$ cat src/adaptive_row_prediction_filter_unit_macros.svh
// Assertion macros for the adaptive row prediction filter.
// Used by the top level; expects i_clk and i_rst_n in scope.
`ifndef ADAPTIVE_ROW_PREDICTION_FILTER_UNIT_MACROS_SVH
`define ADAPTIVE_ROW_PREDICTION_FILTER_UNIT_MACROS_SVH
`ifndef NO_ASSERTIONS
`define ARPF_ASSERT_IMPLY(lbl, ante, cons, msg) \
    lbl: assert property (@(posedge i_clk) disable iff (!i_rst_n) (ante) |-> (cons)) \
        else $error(msg);
`define ARPF_ASSERT_NEXT(lbl, ante, cons, msg) \
    lbl: assert property (@(posedge i_clk) disable iff (!i_rst_n) (ante) |=> (cons)) \
        else $error(msg);
`else
`define ARPF_ASSERT_IMPLY(lbl, ante, cons, msg)
`define ARPF_ASSERT_NEXT(lbl, ante, cons, msg)
`endif
`endif

$ cat src/arpf_pkg.sv
// Shared types, constants and predictor functions of the row prediction filter.
// No dependencies.
`timescale 1ns / 1ps
package arpf_pkg;

    localparam int OUT_DEPTH = 16;
    localparam int OUT_PW    = 4;
    localparam int CNT_W     = 5;

    localparam int COST_W  = 18;
    localparam int SCALE_W = 19;
    localparam logic [COST_W-1:0] COST_MAX = 18'h3FFFF;

    // floor(c*85/100) and floor(c*115/100) as c*K >> 32, K = 85 or 115 times ceil(2^32/100)
    localparam logic [32:0] C85  = 33'd3650722205;
    localparam logic [32:0] C115 = 33'd4939212395;

    localparam logic        REG_ROW_WIDTH   = 1'b0;
    localparam logic [12:0] ROW_WIDTH_RESET = 13'd256;

    localparam logic KIND_PIXEL    = 1'b0;
    localparam logic KIND_DRAIN    = 1'b1;
    localparam logic ITEM_RESIDUAL = 1'b0;
    localparam logic ITEM_MODE     = 1'b1;

    typedef enum logic [1:0] {
        ROW_IDLE    = 2'd0,
        ROW_FIRST   = 2'd1,
        ROW_PENDING = 2'd2,
        ROW_DRAIN   = 2'd3
    } t_row_phase;

    typedef enum logic [2:0] {
        MODE_NONE  = 3'd0,
        MODE_LEFT  = 3'd1,
        MODE_UP    = 3'd2,
        MODE_AVG   = 3'd3,
        MODE_PAETH = 3'd4
    } t_mode;

    typedef struct packed {
        logic       item_type;
        logic [7:0] value;
        logic       last_of_run;
        logic       last_of_frame;
    } t_result;

    typedef struct packed {
        logic    v0;
        t_result d0;
        logic    v1;
        t_result d1;
    } t_push;

    function automatic logic [7:0] absdiff8(input logic [7:0] a, input logic [7:0] b);
        return (a > b) ? (a - b) : (b - a);
    endfunction

    // Paeth estimate wraps to 8 bits
    function automatic logic [7:0] predict(input t_mode mode, input logic [7:0] lf,
                                           input logic [7:0] up, input logic [7:0] ul);
        logic [7:0] est;
        logic [7:0] dl;
        logic [7:0] du;
        logic [7:0] dul;
        logic [8:0] sum;
        est = lf + up - ul;
        dl  = absdiff8(est, lf);
        du  = absdiff8(est, up);
        dul = absdiff8(est, ul);
        sum = {1'b0, lf} + {1'b0, up};
        unique case (mode)
            MODE_LEFT:  predict = lf;
            MODE_UP:    predict = up;
            MODE_AVG:   predict = sum[8:1];
            MODE_PAETH: begin
                if (dl <= du) predict = (dl <= dul) ? lf : ul;
                else          predict = (du <= dul) ? up : ul;
            end
            default:    predict = 8'd0;
        endcase
    endfunction

endpackage

$ cat src/arpf_out_if.sv
// Result channel of the row prediction filter: valid/ready plus result payload.
// No dependencies.
`timescale 1ns / 1ps
interface arpf_out_if;
    logic       valid;
    logic       ready;
    logic       item_type;
    logic [7:0] value;
    logic       last_of_run;
    logic       last_of_frame;

    modport source (output valid, item_type, value, last_of_run, last_of_frame, input ready);
    modport sink   (input valid, item_type, value, last_of_run, last_of_frame, output ready);
endinterface

$ cat src/arpf_out_fifo.sv
// Result FIFO: takes up to two results a cycle, hands out one.
// Depends on arpf_pkg and arpf_out_if.
`timescale 1ns / 1ps
module arpf_out_fifo import arpf_pkg::*; (
    input  logic             i_clk,
    input  logic             i_rst_n,
    input  t_push            i_push,
    output logic [CNT_W-1:0] o_count,
    arpf_out_if.source       o_out
);
    t_result           r_mem [OUT_DEPTH];
    logic [OUT_PW-1:0] r_wp, n_wp;
    logic [OUT_PW-1:0] r_rp, n_rp;
    logic [CNT_W-1:0]  r_count, n_count;
    logic              w_pop;
    t_result           w_head;

    assign w_head          = r_mem[r_rp];
    assign o_out.valid     = (r_count != '0);
    assign o_out.item_type = w_head.item_type;
    assign o_out.value     = w_head.value;
    assign o_out.last_of_run   = w_head.last_of_run;
    assign o_out.last_of_frame = w_head.last_of_frame;
    assign o_count         = r_count;
    assign w_pop           = o_out.valid & o_out.ready;

    always_comb begin
        n_wp    = r_wp + OUT_PW'(i_push.v0) + OUT_PW'(i_push.v1);
        n_rp    = r_rp + OUT_PW'(w_pop);
        n_count = r_count + CNT_W'(i_push.v0) + CNT_W'(i_push.v1) - CNT_W'(w_pop);
    end

    always_ff @(posedge i_clk) begin
        if (!i_rst_n) begin
            r_wp    <= '0;
            r_rp    <= '0;
            r_count <= '0;
        end else begin
            r_wp    <= n_wp;
            r_rp    <= n_rp;
            r_count <= n_count;
        end
    end

    always_ff @(posedge i_clk) begin
        if (i_push.v0) r_mem[r_wp] <= i_push.d0;
        if (i_push.v1) r_mem[r_wp + OUT_PW'(1)] <= i_push.d1;
    end
endmodule

$ cat src/flat_wrapper.sv
// flat-port wrapper written by rule: the top's interface ports become plain ports
module arpf_out_fifo_flat import arpf_pkg::*;
  (i_clk, i_rst_n, i_push, o_count, o_out_valid, o_out_item_type, o_out_value, o_out_last_of_run, o_out_last_of_frame, o_out_ready);
  arpf_out_if o_out_i ();
  input  logic i_clk;
  input  logic i_rst_n;
  input  t_push i_push;
  output logic [CNT_W-1:0] o_count;
  output wire logic [$bits(o_out_i.valid)-1:0] o_out_valid;
  output wire logic [$bits(o_out_i.item_type)-1:0] o_out_item_type;
  output wire logic [$bits(o_out_i.value)-1:0] o_out_value;
  output wire logic [$bits(o_out_i.last_of_run)-1:0] o_out_last_of_run;
  output wire logic [$bits(o_out_i.last_of_frame)-1:0] o_out_last_of_frame;
  input wire logic [$bits(o_out_i.ready)-1:0] o_out_ready;
  assign o_out_valid = o_out_i.valid;
  assign o_out_item_type = o_out_i.item_type;
  assign o_out_value = o_out_i.value;
  assign o_out_last_of_run = o_out_i.last_of_run;
  assign o_out_last_of_frame = o_out_i.last_of_frame;
  assign o_out_i.ready = o_out_ready;
  arpf_out_fifo u_core (.i_clk(i_clk), .i_rst_n(i_rst_n), .i_push(i_push), .o_count(o_count), .o_out(o_out_i));
endmodule
$ cat config.mk
export PLATFORM = sky130hd
export DESIGN_NAME = arpf_out_fifo_flat
export DESIGN_NICKNAME = d
export VERILOG_FILES = /design/src/adaptive_row_prediction_filter_unit_macros.svh /design/src/arpf_pkg.sv /design/src/arpf_out_if.sv /design/src/arpf_out_fifo.sv /design/src/flat_wrapper.sv
export SDC_FILE = /design/constraint.sdc
export NUM_CORES = 1
export LEC_CHECK = 0
export BUFFER_PORTS_ARGS = -buffer_cell sky130_fd_sc_hd__buf_2
export CELL_PAD_IN_SITES_DETAIL_PLACEMENT = 2
export CELL_PAD_IN_SITES_GLOBAL_PLACEMENT = 2
export CORE_MARGIN = 2
export CORE_UTILIZATION = 50
export CTS_CLUSTER_DIAMETER = 60
export DETAILED_ROUTE_END_ITERATION = 12
export HOLD_SLACK_MARGIN = 0.08
export PLACE_DENSITY_LB_ADDON = 0.08
export SETUP_SLACK_MARGIN = 0.5
export SLEW_MARGIN = 10
export SYNTH_ARGS = -nofsm -noshare
export SYNTH_HDL_FRONTEND = slang
export SYNTH_SLANG_ARGS = --single-unit
$ cat constraint.sdc
create_clock -name i_clk -period 8 [get_ports i_clk]
set_input_delay 1.2 -clock i_clk [delete_from_list [all_inputs] [get_ports i_clk]]
set_output_delay 1.2 -clock i_clk [all_outputs]
set_load 0.05 [all_outputs]
==> results of run 1 <==
## registers in the layout, summed over array words and instances, names as in the netlist
name	count
u_core.r_rp	4
u_core.o_count	5
u_core.r_wp	4
u_core.r_mem	176
## critical path, stage by stage, from the launching register on
cell and delay (ps):
dfxtp_4 980, mux4_2 650, a22oi_1 410, nand2_1 170
buf_2 260
## stage by stage
stage | utilization (%) | instances | area (um^2)
after global placement | 52.4 | 869 | 10100
after floorplan | - | 607 | 9770
after detailed placement | 52.5 | 869 | 10100
final | 55.9 | 901 | 10800
after CTS | 55.7 | 901 | 10800
after global routing | 55.9 | 901 | 10800
## cells by family (layout without fill, tap and decap cells)
group,Yosys count,in the layout,share of synthesized area (%)
adders and majority gates,11,11,1.64
AOI/OAI and AO/OA,33,33,2.38
buffers and inverters,68,97,3.55
xor gates and xnor gates,6,6,0.538
DFF,189,189,56.7
and+or+nand+nor,80,80,4.36
muxes,220,220,30.8
## path summary, 6_finish.rpt
path                                                endpoint
worst max register to register  u_core.o_count[4]$_SDFF_PN0_
worst min-delay path               u_core.r_rp[3]$_SDFF_PN0_
worst min register to register     u_core.r_rp[3]$_SDFF_PN0_
worst max-delay path                         o_out_item_type
## metal layers
| metal | track usage, % | up-vias | share of wire [%] |
|---|---|---|---|
| met3 | 4.77 | 41 | 4.2 |
| met1 | 36.9 | 3085 | 39 |
| met4 | 11.1 | 0 | 2.6 |
| li1 | - | 2398 | - |
| met2 | 51.8 | 178 | 54 |
| met5 | 0 | - | 0 |
## layout by cell type, fill, tap and decap left out, types with 5 or more instances in the layout
master       n
edfxtp_1   176
mux2_2     164
mux4_2      44
buf_2       43
a22oi_1     22
nor2_1      17
clkbuf_16   17
nand2_1     15
and2_1      12
buf_4       12
dfxtp_1     11
mux2_4      10
inv_1        9
ha_1         8
nand3_1      5
nor3_2       5
nor2b_1      5
bufinv_16    5
## power by group through the flow
stage | logic [uW] | registers, uW | clock network [uW]
floorplan | 556 | 1220 | 0
global placement | 676 | 1250 | 0
detailed placement | 704 | 1260 | 0
CTS | 715 | 1240 | 944
global route | 754 | 1250 | 977
finish | 713 | 1240 | 936
## final cells by class
cell class              instances  area, um^2
fillers                      1715        8540
clock inverters                13         196
flip-flops and latches        189        5550
inverters                      10        37.5
well taps                     265         332
repair buffers                 55         305
multi-input cells             350        3950
clock buffers                  19         433
==> metrics.cfg, run 1 <==
[global_routing]
grt.total_usage_pct = 29.5
antenna_found_initial = 0
grt_max_degree = 47
grt-ovfl-total = 0
grt_pass1_wl_um = 42100
grt_pass1_vias = 6307

[detailed_routing]
viasPerCell = 6.33
drtAntennaViolNets = 0
dr.pass1.iters = 4
drt_iter0_drc = 453
wl_per_cell_um = 32.0
route.detailed.drc = 0
wirelength_um = 28800
vias = 5702

[finish]
fin_nets = 661
area_delta_synth_final_pct = 10.5
drive_gt1_share_pct = 50.5
n_antenna_cell = 0

[power_and_ir_drop]
ir_drop_mv = 0.178
leakage_uw = 0.00360
finalPower_uw = 2880
share_comb_of_total_power_pct = 24.7
power.density_nw_per_um2 = 267
switching_share_pct = 30.8
seqPwrFrac_pct = 42.8
netSwitchingPower_uw = 889
p_clk_share_pct = 32.4
p_int_uw = 2000

[place]
gp_congestion = 0.784
pre_cts_slack_ps = 4310
dp_hpwl_um = 17700
io_buffers = 43

[clocking]
cts_made_buffers = 17
clkLatencyLatePin_ps = 440
htree_levels = 4
cts_hold_buf = 0
cts_tree = yes
cts_setup_buffers = 0
cts_max_path_buffers = 2
clk_pin_slew_ps = 60
cts_sinks = 189
ctsResizeCount = 0
root_buffer = clkbuf_16

[timing]
hold_viol = 0
period_minus_slack_ps = 4160
tns_ps = 0
slew_viol_final = 0
setup_ws_ps = 3840
rsz0062_at_grt = false
fin_hold_ws_ps = 678
setup_viol_count_final = 0
worstMarginPinSlew_ps = 1280
timing.fmax_mhz = 240
period_share_pct = 52.0
fin_worst_skew_ps = 7.25
relSlewSlack_pct = 13.9

[flow_run]
maxCapViolCount = 0

[yosys]
synth_flop_cell = edfxtp_1
synth_top_area_share_pct = 54.1
netlist_top_cells_count = edfxtp_1, mux2_2, mux4_2, clkbuf_1, a22oi_1
yosysWarnings = 0
yosysMostFrequentCell = edfxtp_1
synth_seq_cells = 189
yosysTopAreaCell = edfxtp_1
syn_avg_cell_area_um2 = 16.1
syn_area_um2 = 9770
ys_types = 40
async_flop_share_pct = 0
synth_nets = 645
ys_seq_area_share_pct = 56.7
syn_inst = 607
synth_area_leaders = edfxtp_1, mux2_2, mux4_2
synth-edff-count = 176

[worst_setup_path]
cp.required_ps = 6800
reg2reg_depth = 12
cp_max_fo = 45
reg2reg_from = u_core.o_count[3]$_SDFF_PN0_
crit_start = u_core.r_rp[0]$_SDFF_PN0_
cp-end-kind = output pin
rrSetupSlack_ps = 4610
cp.arrival_ps = 2960
worstSetupStartpointType = flip-flop
critPathKind = flip-flop to output pin

[floorplanning]
dieHeight_um = 144
core-area_um2 = 19300
die_area_um2 = 20700
initial_core_util_pct = 50.6
fp.dieW_um = 144
pin_count = 44
std_cell_rows = 51

[run_status]
status = finished, final reports clean

[hold_path]
hold_start = u_core.r_rp[3]$_SDFF_PN0_
hold_class = flip-flop to flip-flop
whs_path_depth = 2

(Power assumes the default switching activity.)
==> run 2, diff against run 1 <==
--- a/config.mk
+++ b/config.mk
@@ -5,11 +5,12 @@
 export SDC_FILE = /design/constraint.sdc
 export NUM_CORES = 1
 export LEC_CHECK = 0
+export ABC_AREA = 1
 export BUFFER_PORTS_ARGS = -buffer_cell sky130_fd_sc_hd__buf_2
 export CELL_PAD_IN_SITES_DETAIL_PLACEMENT = 2
 export CELL_PAD_IN_SITES_GLOBAL_PLACEMENT = 2
 export CORE_MARGIN = 2
-export CORE_UTILIZATION = 50
+export CORE_UTILIZATION = 38
 export CTS_CLUSTER_DIAMETER = 60
 export DETAILED_ROUTE_END_ITERATION = 12
 export HOLD_SLACK_MARGIN = 0.08
==> constraint.sdc (replaced) <==
create_clock -name i_clk -period 4.28 [get_ports i_clk]
set_input_delay 0.642 -clock i_clk [delete_from_list [all_inputs] [get_ports i_clk]]
set_output_delay 0.642 -clock i_clk [all_outputs]
set_load 0.05 [all_outputs]
==> run 2 against run 1 <==
Clock-buffer cell count fell by 1. Global-route usage fell by 3.0 points. Cell count rose by 83%. Routed wire length rose by 28%. Largest cell class unchanged. Synthesized cell count rose by 110%. Non-clock buffer count fell by 2. Final area rose by 4.8%.
==> metrics.cfg, run 2 <==
[floorplanning]
fp.dieW_um = 171  ; was 144 um
core-area_um2 = 27600  ; was 19300 um^2
die_area_um2 = 29200  ; was 20700 um^2
std_cell_rows = 61  ; was 51
pin_count = 44  ; unchanged
initial_core_util_pct = 38.3  ; was 50.6%
dieHeight_um = 171  ; was 144 um

[place]
dpl_cell_area_um2 = 10800  ; was 10100 um^2
io_buffers = 43  ; unchanged
dp_cells = 1620  ; was 869
gp_congestion = 0.762  ; was 0.784
dp_hpwl_um = 25000  ; was 17700 um

[finish]
area_delta_synth_final_pct = 7.14  ; was 10.5%
final_cell_mix = nand2_1, edfxtp_1, inv_1  ; was edfxtp_1, mux2_2, mux4_2
layout_commonest_cell = nand2_1  ; was edfxtp_1
final_area_um2 = 11300  ; was 10800 um^2
drive_gt1_share_pct = 9.73  ; was 50.5%
fin_nets = 1299  ; was 661
utilization_pct = 41.1  ; was 55.9%
multi_input_area_um2 = 3790  ; was 3950 um^2
largest_reg_flops = 176  ; unchanged
n_antenna_cell = 0  ; unchanged
fillerInstances = 3144  ; was 1715
regMostFlops = u_core.r_mem  ; unchanged
final_cells = 1652  ; was 901
seq_area_um2 = 5550  ; unchanged

[worst_setup_path]
worstSetupStartpointType = flip-flop  ; unchanged
path_buf_inv = 4  ; was 1
cp-end-kind = output pin  ; unchanged
worst_path_max_delay_cell = inv_2  ; was dfxtp_4
max_stage_delay_ps = 470  ; was 980 ps
path_cells = inv_2, buf_12, buf_4, nand2_1, nand2_1, nand2_1, nand3_1, nand3_1, nand2_1, buf_2  ; was mux4_2, a22oi_1, nand2_1, buf_2
crit_top_cell = nand2_1
cp.required_ps = 3640  ; was 6800 ps
critPathKind = flip-flop to output pin  ; unchanged
crit_family = buffers and inverters  ; was flip-flops
cp_max_fo = 49  ; was 45
cp.arrival_ps = 2770  ; was 2960 ps

[global_routing]
grt.total_usage_pct = 26.6  ; was 29.5%
grt_max_degree = 50  ; was 47
grt_pass1_wl_um = 56400  ; was 42100 um
antenna_found_initial = 0  ; unchanged
grt_pass1_vias = 9344  ; was 6307
grt-ovfl-total = 0  ; unchanged

[yosys]
syn_avg_cell_area_um2 = 8.16  ; was 16.1 um^2
async_flop_share_pct = 0  ; unchanged
ys_seq_area_share_pct = 52.5  ; was 56.7%
synth_top_area_share_pct = 50.0  ; was 54.1%
yosysMostFrequentCell = nand2_1  ; was edfxtp_1
yosysTopAreaCell = edfxtp_1  ; unchanged
netlist_top_cells_count = nand2_1, edfxtp_1, inv_1, nand3_1, o21ai_0  ; was edfxtp_1, mux2_2, mux4_2, clkbuf_1, a22oi_1
synth_seq_cells = 189  ; unchanged
syn_inst = 1294  ; was 607
syn_area_um2 = 10600  ; was 9770 um^2
synth_nets = 1332  ; was 645
yosysWarnings = 0  ; unchanged
ys_types = 28  ; was 40
synth_area_leaders = edfxtp_1, nand2_1, nand3_1  ; was edfxtp_1, mux2_2, mux4_2
synth-edff-count = 176  ; unchanged
synth_flop_cell = edfxtp_1  ; unchanged

[detailed_routing]
wl_per_cell_um = 22.3  ; was 32.0 um
drtAntennaViolNets = 0  ; unchanged
vias = 8724  ; was 5702
drt_iter0_drc = 567  ; was 453
viasPerCell = 5.28  ; was 6.33
dr.pass1.iters = 6  ; was 4
route.detailed.drc = 0  ; unchanged
wirelength_um = 36800  ; was 28800 um

[clocking]
root_buffer = clkbuf_16  ; unchanged
cts_made_buffers = 17  ; unchanged
clkLatencyLatePin_ps = 440  ; about the same
cts_hold_buf = 0  ; unchanged
cts_tree = yes  ; unchanged
cts_sinks = 189  ; unchanged
htree_levels = 4  ; unchanged
clk_pin_slew_ps = 80  ; was 60 ps
cts_setup_buffers = 0  ; unchanged
ctsResizeCount = 0  ; unchanged
cts_max_path_buffers = 2  ; unchanged

[timing]
relSlewSlack_pct = 33.3  ; was 13.9%
timing.fmax_mhz = 293
tns_ps = 0  ; unchanged
hold_viol = 0  ; unchanged
worstMarginPinSlew_ps = 998  ; was 1280 ps
rsz0062_at_grt = false  ; unchanged
period_minus_slack_ps = 3410
period_share_pct = 79.6
fin_worst_skew_ps = 16.8  ; was 7.25 ps
slew_viol_final = 0  ; unchanged
setup_viol_count_final = 0  ; unchanged

[flow_run]
maxCapViolCount = 0  ; unchanged

[power_and_ir_drop]
ir_drop_mv = 0.276  ; was 0.178 mV
finalPower_uw = 5610  ; was 2880 uW
seqPwrFrac_pct = 39.7  ; was 42.8%
p_clk_share_pct = 27.6  ; was 32.4%
p_int_uw = 3380  ; was 2000 uW
switching_share_pct = 39.7  ; was 30.8%
share_comb_of_total_power_pct = 32.7  ; was 24.7%
power.density_nw_per_um2 = 496  ; was 267 nW/um^2
leakage_uw = 0.00518  ; was 0.00360 uW
netSwitchingPower_uw = 2220  ; was 889 uW

[run_status]
status = finished, final reports clean  ; unchanged

[hold_path]
hold_class = input port to flip-flop  ; was flip-flop to flip-flop

-- run 2: cell types whose count changed in the layout (fill, tap and decap cells not counted), moves of 77 or more --
cell / before / now
inv_1: 9 / 168
mux2_2: 164 / 0
nand2_1: 15 / 449
nand3_1: 5 / 146
o21ai_0: 2 / 79
o21ai_1: 0 / 78
-- run 2: tightest hold or removal path: stages --
cell	delay, ps
buf_2	180
nand2_1	80
inv_1	30
-- run 2: cells by family (layout without fill, tap and decap cells) --
logic type	Yosys count	count (layout)	synth area share [%]
and+or+nand+nor	633	633	24.8
buffers and inverters	277	257	11.6
DFF	189	189	52.5
AOI/OAI and AO/OA	181	181	9.32
adders and majority gates	11	11	1.52
xor gates and xnor gates	3	3	0.249
-- run 2: path summary, 6_finish.rpt --
path                        startpoint                           end  slack (ps)  depth (start not counted)
min reg2reg  u_core.r_wp[3]$_SDFF_PN0_     u_core.r_wp[3]$_SDFF_PN0_         560                          1
max reg2reg  u_core.r_wp[1]$_SDFF_PN0_  u_core.r_mem[4][7]$_DFFE_PP_        1600                          4
max          u_core.r_rp[0]$_SDFF_PN0_                o_out_value[1]         870                         10
min                            i_rst_n     u_core.r_wp[1]$_SDFF_PN0_         520                          3
-- run 2: metrics by stage --
| step | worst slack [ps] | hold slack, ps |
|---|---|---|
| finish | 871 | 524 |
| global route | 707 | 537 |
| CTS | 857 | 517 |
| detailed placement | 1100 | 552 |
| global placement | 1260 | 549 |
| floorplan | 1180 | 518 |
-- run 2: per-layer routing --
| metal | up-vias | GRT usage, % | wire length [um] |
|---|---|---|---|
| li1 | 4091 | - | - |
| met3 | 50 | 3.49 | 1060 |
| met4 | 0 | 9.92 | 1200 |
| met5 | - | 0 | 0 |
| met2 | 138 | 47.9 | 18900 |
| met1 | 4445 | 32.3 | 15700 |
-- run 2: layout make-up --
cell class / count / share of cell area (%)
Sequential cell: 189 / 49.0
Multi-Input combinational cell: 828 / 33.5
Inverter: 172 / 5.70
Clock inverter: 14 / 1.09
Clock buffer: 18 / 3.79
Tap cell: 378 / 4.18
Timing Repair Buffer: 53 / 2.67
-- run 2: power by group through the flow --
| stage | Sequential [uW] | Combinational [uW] | Clock [uW] |
|---|---|---|---|
| 2_1_floorplan | 2280 | 1280 | 0 |
| 3_3_place_gp | 2260 | 1810 | 0 |
| 3_5_place_dp | 2270 | 1860 | 0 |
| 4_1_cts | 2220 | 1870 | 1560 |
| 5_1_grt | 2240 | 2050 | 1640 |
| 6_report | 2220 | 1830 | 1550 |
